[src/rtl/core/rtch_pkg.sv]
// shared types, widths and codes for the ray/triangle closest-hit block
`default_nettype none
package rtch_pkg;

    localparam int COORD_WIDTH      = 24;
    localparam int CELL_INDEX_WIDTH = 16;
    localparam int DIR_WIDTH        = 16;
    localparam int EPS_WIDTH        = 16;
    localparam int DIST_WIDTH       = 25;
    localparam int FRAC_SHIFT       = 14;
    localparam int SAT_SHIFT        = DIST_WIDTH - FRAC_SHIFT;

    localparam int DW  = COORD_WIDTH + 1;
    localparam int BW  = DW;
    localparam int PW  = COORD_WIDTH + DIR_WIDTH + 2;
    localparam int QW  = 2 * DW + 1;
    localparam int AW  = 3 * COORD_WIDTH + 34;

    localparam int DIV_STEPS = DIST_WIDTH;
    localparam int CNT_MAX   = (BW > DIV_STEPS) ? BW : DIV_STEPS;
    localparam int CNT_W     = $clog2(CNT_MAX);
    localparam int STEP_W    = 5;

    localparam int CFG_INDEX_WIDTH = 3;
    localparam int CFG_DATA_WIDTH  = COORD_WIDTH;

    localparam logic [DIST_WIDTH-1:0] DIST_MAX = '1;
    localparam logic signed [DIR_WIDTH-1:0] DIR_ONE = DIR_WIDTH'(16384);

    localparam logic [CFG_INDEX_WIDTH-1:0] REG_ORIGIN_X    = 3'd0;
    localparam logic [CFG_INDEX_WIDTH-1:0] REG_ORIGIN_Y    = 3'd1;
    localparam logic [CFG_INDEX_WIDTH-1:0] REG_ORIGIN_Z    = 3'd2;
    localparam logic [CFG_INDEX_WIDTH-1:0] REG_DIR_X       = 3'd3;
    localparam logic [CFG_INDEX_WIDTH-1:0] REG_DIR_Y       = 3'd4;
    localparam logic [CFG_INDEX_WIDTH-1:0] REG_DIR_Z       = 3'd5;
    localparam logic [CFG_INDEX_WIDTH-1:0] REG_DET_EPSILON = 3'd6;

    // multiply-accumulate steps
    localparam logic [STEP_W-1:0] S_P0A = 5'd0;
    localparam logic [STEP_W-1:0] S_P0B = 5'd1;
    localparam logic [STEP_W-1:0] S_P1A = 5'd2;
    localparam logic [STEP_W-1:0] S_P1B = 5'd3;
    localparam logic [STEP_W-1:0] S_P2A = 5'd4;
    localparam logic [STEP_W-1:0] S_P2B = 5'd5;
    localparam logic [STEP_W-1:0] S_DET0 = 5'd6;
    localparam logic [STEP_W-1:0] S_DET1 = 5'd7;
    localparam logic [STEP_W-1:0] S_DET2 = 5'd8;
    localparam logic [STEP_W-1:0] S_UN0 = 5'd9;
    localparam logic [STEP_W-1:0] S_UN1 = 5'd10;
    localparam logic [STEP_W-1:0] S_UN2 = 5'd11;
    localparam logic [STEP_W-1:0] S_Q0A = 5'd12;
    localparam logic [STEP_W-1:0] S_Q0B = 5'd13;
    localparam logic [STEP_W-1:0] S_Q1A = 5'd14;
    localparam logic [STEP_W-1:0] S_Q1B = 5'd15;
    localparam logic [STEP_W-1:0] S_Q2A = 5'd16;
    localparam logic [STEP_W-1:0] S_Q2B = 5'd17;
    localparam logic [STEP_W-1:0] S_VN0 = 5'd18;
    localparam logic [STEP_W-1:0] S_VN1 = 5'd19;
    localparam logic [STEP_W-1:0] S_VN2 = 5'd20;
    localparam logic [STEP_W-1:0] S_TN0 = 5'd21;
    localparam logic [STEP_W-1:0] S_TN1 = 5'd22;
    localparam logic [STEP_W-1:0] S_TN2 = 5'd23;
    localparam logic [STEP_W-1:0] S_HX = 5'd24;
    localparam logic [STEP_W-1:0] S_HY = 5'd25;
    localparam logic [STEP_W-1:0] S_HZ = 5'd26;

    localparam logic [3:0] OP_NONE   = 4'd0;
    localparam logic [3:0] OP_LATCH  = 4'd1;
    localparam logic [3:0] OP_LOAD   = 4'd2;
    localparam logic [3:0] OP_ITER   = 4'd3;
    localparam logic [3:0] OP_STORE  = 4'd4;
    localparam logic [3:0] OP_NORM   = 4'd5;
    localparam logic [3:0] OP_CHECK  = 4'd6;
    localparam logic [3:0] OP_DIVI   = 4'd7;
    localparam logic [3:0] OP_DIV    = 4'd8;
    localparam logic [3:0] OP_UPDATE = 4'd9;
    localparam logic [3:0] OP_EMIT   = 4'd10;

    typedef struct packed {
        logic signed [COORD_WIDTH-1:0] a_x;
        logic signed [COORD_WIDTH-1:0] a_y;
        logic signed [COORD_WIDTH-1:0] a_z;
        logic signed [COORD_WIDTH-1:0] b_x;
        logic signed [COORD_WIDTH-1:0] b_y;
        logic signed [COORD_WIDTH-1:0] b_z;
        logic signed [COORD_WIDTH-1:0] c_x;
        logic signed [COORD_WIDTH-1:0] c_y;
        logic signed [COORD_WIDTH-1:0] c_z;
        logic [CELL_INDEX_WIDTH-1:0]   cell_index;
        logic                          last_of_query;
    } tri_word_t;

    typedef struct packed {
        logic                          hit;
        logic [CELL_INDEX_WIDTH-1:0]   best_cell;
        logic [DIST_WIDTH-1:0]         distance;
        logic signed [COORD_WIDTH-1:0] hit_x;
        logic signed [COORD_WIDTH-1:0] hit_y;
        logic signed [COORD_WIDTH-1:0] hit_z;
    } hit_word_t;

    typedef struct packed {
        logic [3:0]        op;
        logic [STEP_W-1:0] step;
        logic              last_bit;
    } rtch_cmd_t;

    typedef struct packed {
        logic tri_hit;
        logic sat;
        logic last;
        logic any_hit;
        logic out_busy;
    } rtch_status_t;

endpackage
`default_nettype wire

[src/rtl/core/rtch_ctrl.sv]
// controller: sequences the multiply steps, division, best-hit update and output
`default_nettype none
module rtch_ctrl import rtch_pkg::*; (
    input  wire logic          aclk,
    input  wire logic          aresetn,
    input  wire logic          s_valid,
    output logic               s_ready,
    input  wire rtch_status_t  status,
    output rtch_cmd_t          cmd
);

    localparam logic [3:0] ST_IDLE   = 4'd0;
    localparam logic [3:0] ST_LOAD   = 4'd1;
    localparam logic [3:0] ST_ITER   = 4'd2;
    localparam logic [3:0] ST_STORE  = 4'd3;
    localparam logic [3:0] ST_NORM   = 4'd4;
    localparam logic [3:0] ST_CHECK  = 4'd5;
    localparam logic [3:0] ST_DIVI   = 4'd6;
    localparam logic [3:0] ST_DIV    = 4'd7;
    localparam logic [3:0] ST_UPDATE = 4'd8;
    localparam logic [3:0] ST_FIN    = 4'd9;
    localparam logic [3:0] ST_OUT    = 4'd10;

    logic [3:0]        state_reg, state_next;
    logic [STEP_W-1:0] step_reg, step_next;
    logic [CNT_W-1:0]  cnt_reg, cnt_next;

    always_comb begin
        state_next = state_reg;
        step_next = step_reg;
        cnt_next = cnt_reg;
        s_ready = 1'b0;
        cmd.op = OP_NONE;
        cmd.step = step_reg;
        cmd.last_bit = (cnt_reg == CNT_W'(BW - 1));
        case (state_reg)
            ST_IDLE: begin
                s_ready = 1'b1;
                if (s_valid) begin
                    cmd.op = OP_LATCH;
                    step_next = S_P0A;
                    state_next = ST_LOAD;
                end
            end
            ST_LOAD: begin
                cmd.op = OP_LOAD;
                cnt_next = '0;
                state_next = ST_ITER;
            end
            ST_ITER: begin
                cmd.op = OP_ITER;
                if (cnt_reg == CNT_W'(BW - 1)) begin
                    state_next = ST_STORE;
                end else begin
                    cnt_next = cnt_reg + 1'b1;
                end
            end
            ST_STORE: begin
                cmd.op = OP_STORE;
                step_next = step_reg + 1'b1;
                if (step_reg == S_TN2) begin
                    state_next = ST_NORM;
                end else if (step_reg == S_HZ) begin
                    state_next = ST_OUT;
                end else begin
                    state_next = ST_LOAD;
                end
            end
            ST_NORM: begin
                cmd.op = OP_NORM;
                state_next = ST_CHECK;
            end
            ST_CHECK: begin
                cmd.op = OP_CHECK;
                state_next = ST_DIVI;
            end
            ST_DIVI: begin
                cmd.op = OP_DIVI;
                cnt_next = '0;
                if (!status.tri_hit || status.sat) begin
                    state_next = ST_UPDATE;
                end else begin
                    state_next = ST_DIV;
                end
            end
            ST_DIV: begin
                cmd.op = OP_DIV;
                if (cnt_reg == CNT_W'(DIV_STEPS - 1)) begin
                    state_next = ST_UPDATE;
                end else begin
                    cnt_next = cnt_reg + 1'b1;
                end
            end
            ST_UPDATE: begin
                cmd.op = OP_UPDATE;
                state_next = ST_FIN;
            end
            ST_FIN: begin
                if (!status.last) begin
                    state_next = ST_IDLE;
                end else if (status.any_hit) begin
                    step_next = S_HX;
                    state_next = ST_LOAD;
                end else begin
                    state_next = ST_OUT;
                end
            end
            ST_OUT: begin
                if (!status.out_busy) begin
                    cmd.op = OP_EMIT;
                    state_next = ST_IDLE;
                end
            end
            default: state_next = ST_IDLE;
        endcase
    end

    always_ff @(posedge aclk) begin
        if (!aresetn) begin
            state_reg <= ST_IDLE;
            step_reg <= '0;
            cnt_reg <= '0;
        end else begin
            state_reg <= state_next;
            step_reg <= step_next;
            cnt_reg <= cnt_next;
        end
    end

endmodule
`default_nettype wire

[config.mk]
export PLATFORM = sky130hd
export DESIGN_NAME = rtch_ctrl
export DESIGN_NICKNAME = d
export VERILOG_FILES = /design/src/rtl/core/rtch_pkg.sv /design/src/rtl/core/rtch_ctrl.sv
export SDC_FILE = /design/constraint.sdc
export NUM_CORES = 1
export LEC_CHECK = 0
export BUFFER_PORTS_ARGS = -buffer_cell sky130_fd_sc_hd__buf_2
export CORE_AREA = 2 2 63 65
export DETAILED_ROUTE_END_ITERATION = 7
export DIE_AREA = 0 0 65 67
export PLACE_DENSITY = 0.46
export REMOVE_ABC_BUFFERS = 1
export SLEW_MARGIN = 0
export SYNTH_ARGS = -nofsm -noshare
export SYNTH_HDL_FRONTEND = slang
export SYNTH_SLANG_ARGS = --single-unit
[constraint.sdc]
create_clock -name aclk -period 2.7 [get_ports aclk]
set_input_delay 0.81 -clock aclk [delete_from_list [all_inputs] [get_ports aclk]]
set_output_delay 0.81 -clock aclk [all_outputs]
set_load 0.01 [all_outputs]
# Word level (Yosys, flattened, before mapping)
# Cells that the tools add are included.
dict set report op_classes {
  addsub 2
  eq_ne 20
  n_mux 20
  n_reduce_logical 10
}
# cell n
set op_table {}
lappend op_table {{one-hot mux 4 bit (11 select lines)} 1}
lappend op_table {{2-to-1 mux 4 bit} 10}
lappend op_table {{one-hot mux 4 bit (10 select lines)} 1}
lappend op_table {{2-to-1 mux 5 bit} 4}
lappend op_table {{equality test 4 x 3 -> 1 bit (second input constant)} 4}
lappend op_table {{equality test 5 bit (second input constant)} 3}
lappend op_table {{one-hot mux 5 bit (3 select lines)} 1}
lappend op_table {{inequality test 2 bit (second input constant)} 7}
lappend op_table {{equality test 4 bit (second input constant)} 3}
lappend op_table {{adder 5 x 1 -> 5 bit (second input constant)} 2}
lappend op_table {{one-hot mux 5 bit (2 select lines)} 1}
lappend op_table {{equality test 4 x 2 -> 1 bit (second input constant)} 2}
lappend op_table {{AND reduction 4 bit} 2}
lappend op_table {{equality test 4 x 1 -> 1 bit (second input constant)} 1}
lappend op_table {{zero test 4 bit} 1}
lappend op_table {{OR reduction 2 bit} 2}
lappend op_table {{nonzero test 3 bit} 1}
lappend op_table {{2-to-1 mux 1 bit} 2}
lappend op_table {{AND reduction 2 bit} 1}
lappend op_table {{nonzero test 2 bit} 1}
lappend op_table {{zero test 1 bit} 1}
lappend op_table {{logical OR 1 bit} 1}
dict set report word_totals {
  ff_bits 14
  inputBits 8
  out_inout_bits 11
  wordCells 55
}

# Depth between registers and ports, before layout
dict set report depth {
  depth_word 4
  depth_mapped 7
  depth_no_buf 7
}

# Worst setup path after synthesis
# OpenSTA, ideal clock, no wires.
dict set report synth_path {
  path_type {in2out}
  from {in status[0] in the netlist's numbering}
  to {out cmd[7] in the netlist's numbering}
  t_arrival_ps 1202
  t_required_ps 1890
  path_slack_ps 688
  path_stages 1
  n_path_buf 0
  path_cell_list {o32ai_1}
}
dict set report synth_via {
  elab_chain_cells 2
}
# item line_no
set synth_lines {}
lappend synth_lines {{start: declaration} rtch_ctrl.sv:8} ;# input wire rtch_status_t status,
lappend synth_lines {{2-to-1 mux 4 bit} rtch_ctrl.sv:109} ;# if (!status.out_busy) begin
lappend synth_lines {{one-hot mux 4 bit (10 select lines)} rtch_ctrl.sv:36} ;# case (state_reg)
lappend synth_lines {{end: declaration} rtch_ctrl.sv:9} ;# output rtch_cmd_t cmd
# Every way passes these cells.

==> results.txt <==
Status -> finished, final reports clean
Root buffer cell -> clkbuf_8
Tightest Pin Transition -> 0.650 ns
Max-cap violations -> 0
Clock Pin Slew Worst Setup and Hold Paths -> 0.06 ns
Worst R2R Setup Slack -> 0.81 ns
P_int -> 0.527 mW
Global-route track usage on met1 -> 17.9%
Fin crit period -> 2.43 ns
Pleak -> 0.444 nW
Remaining DRCs -> 0
Clk pwr share -> 23.8%
DR WL/cell -> 13.4 um
Global-route wire length before repair -> 4500 um
CTS resizes -> 0
Main combinational cell family by area after synthesis -> simple AND/OR/NAND/NOR gates
Ant diodes -> 0
Top cells by area, synth -> dfxtp_1, a21oi_1, xnor2_1
Starting Density -> 29.3%
Initial antenna violation count -> 0
CTS buffer count -> 3
Post-Route WL -> 2680 um
GR peak layer -> met2
Critical setup path kind -> reg -> out
Iter 0 DRT Violations -> 25
Worst min-delay path class -> reg -> reg
CTS tree -> done
Synth top area share -> 26.6%
RSZ-0062 raised after global routing -> false
Yosys cell types -> 39
Average cell area after synthesis -> 7.87 sq um
RD Place Congestion -> 0.771
Die span in x -> 65 um
Setup crit start kind -> register
Layout cells sized above 1 -> 22.5%
Power Density -> 737 nW/um^2
Commonest non-fill, non-tap cell in the layout -> buf_2
Post-Synth Simple-Gate Area -> 31.6%
Adder-Cell Fraction of Synth Area -> 4.74%
Pin count of the biggest net entering global routing -> 22
Final Power -> 0.900 mW
Crit path largest cell delay -> 0.74 ns
Ys Warns -> 0
Ordered cell list for the critical path -> and2b_1 -> nor2_1 -> o32ai_1 -> buf_2
Final Max Slew Viols -> 0
Combinational share of power -> 40.2%
# IOs -> 19
Synth area leader -> dfxtp_1
Crit path DAT -> 1.62 ns
Number of global-route vias before repair -> 929
Met2 Use GR -> 21.4%
PortBufs -> 18
Hpwl dp -> 2000 um
CP Max Fanout -> 21
Via Count -> 1015
DR pass1 iterations -> 4
Post-Syn Area -> 1050 sq um
Mux contribution to synthesized area -> 1.07%
Post-route antenna net violation count -> 0
Sequential Power Share -> 36.1%
GRT Util Overall -> 13.4%
Die height -> 67 um
Number of hold buffers added after CTS -> 0
Final hold vios -> 0
Number of nets in the layout -> 164
Congestion Overflow GR -> 0
Skew final -> 0.00457 ns
TNS Setup -> 0 ns
XOR/XNOR share of the synthesized area -> 4.98%
Final Setup Violations -> 0
CP max stage cell -> dfxtp_1
Psw -> 0.373 mW
Register area share after synthesis -> 26.6%
Rows -> 22
Worst Setup End Kind -> primary output
Maximum clock frequency -> 411 MHz
Fin crit share -> 90.2%
Worst Path Required -> 1.89 ns
Met3 Usage GRT -> 2.53%
Net switching fraction of the power -> 41.4%
Core ar. -> 3610 sq um
Post-synthesis compound-gate area fraction -> 23.1%
Post-CTS Setup Bufs -> 0
Peak supply drop -> 0.264 mV
Flops & latches, synth -> 14
Clk sinks -> 14
Gate Count Post-Synth -> 134
# H-tree levels -> 1
Most frequent cells in the layout -> buf_2, dfxtp_1, nor2_1
Avg Vias per Cell -> 5.10
Worst-skew pair later-pin latency -> 0.25 ns
Die area -> 4360 sq um
Slew headroom -> 56.6%
Placed Cells -> 195
Clock Path Buffers -> 2
Non-filler cells, final -> 199
Layout area overhead -> 15.8%
routing by layer:
metal / vias to the layer above / part of all wire (%)
met3: 4 / 3.4
met5: - / 0
met2: 20 / 47
met4: 0 / 0.82
li1: 525 / -
met1: 466 / 49
power by group through the flow:
stage          registers, mW  logic, mW  clock network [mW]
6_report               0.325      0.361               0.214
3_3_place_gp           0.326      0.365                   0
3_5_place_dp           0.327      0.364                   0
5_1_grt                0.332      0.407               0.229
2_1_floorplan          0.310      0.262                   0
4_1_cts                0.322      0.366               0.218
path summary, 6_finish.rpt:
| path | cells after the start | endpoint | from |
|---|---|---|---|
| setup / recovery | 4 | cmd[7] | state_reg[1] |
| hold reg to reg | 2 | cnt_reg[1] | cnt_reg[1] |
| hold / removal | 2 | cnt_reg[1] | cnt_reg[1] |
| setup reg to reg | 6 | state_reg[3] | state_reg[3] |
per-stage QoR:
stage	utilization [%]	hold slack, ns	worst slack [ns]	area (sq um)
after floorplan	-	0.479	0.688	1000
after global placement	32.3	0.500	0.502	1170
after detailed placement	32.3	0.511	0.411	1170
after CTS	33.9	0.520	0.287	1220
after global routing	33.9	0.571	0.172	1220
final	33.9	0.520	0.265	1220
final cells by class:
| cell class | count | area [sq um] |
|---|---|---|
| inverter | 8 | 30.0 |
| fill | 394 | 2380 |
| timing repair buffer | 20 | 105 |
| sequential | 14 | 280 |
| multi-input combinational | 105 | 691 |
| clock buffer | 4 | 55.1 |
| tap | 48 | 60.1 |
kinds of logic after synthesis:
group | Yosys count
adder cells (fa/ha/maj) | 4
flip-flops | 14
XOR/XNOR | 6
multiplexers | 1
AO/OA/AOI/OAI | 36
buffers and inverters | 15
AND/OR/NAND/NOR | 58
cells in the mapped netlist:
master,n
mux2_2,1
o21ai_0,6
nand3_1,6
nand4_1,4
a31oi_1,1
a31o_2,1
o22ai_2,2
nand3b_1,1
nor3b_1,1
nand2b_4,1
and2_1,2
and2b_1,1
a21oi_2,1
nor3_2,1
o32ai_1,2
nand2_1,6
buf_2,4
xnor2_1,6
buf_6,3
clkinv_1,1
a211oi_1,2
o21a_1,4
o41ai_1,1
nand2b_1,3
nor4_1,3
nor2b_1,2
o311ai_0,1
inv_1,6
nor3_1,8
ha_1,4
inv_2,1
a21oi_1,12
dfxtp_1,14
o211ai_1,1
o21ai_1,1
or4b_4,1
nor2_1,13
a211oi_2,1
nand4b_1,5
critical path: cells and delay by family (launching register included):
kind                   cells  cell delay (ns)
AOI/OAI and AO/OA          1             0.08
buffers and inverters      1             0.15
DFF                        1             0.74
and+or+nand+nor            2             0.41
(Power assumes the default switching activity.)
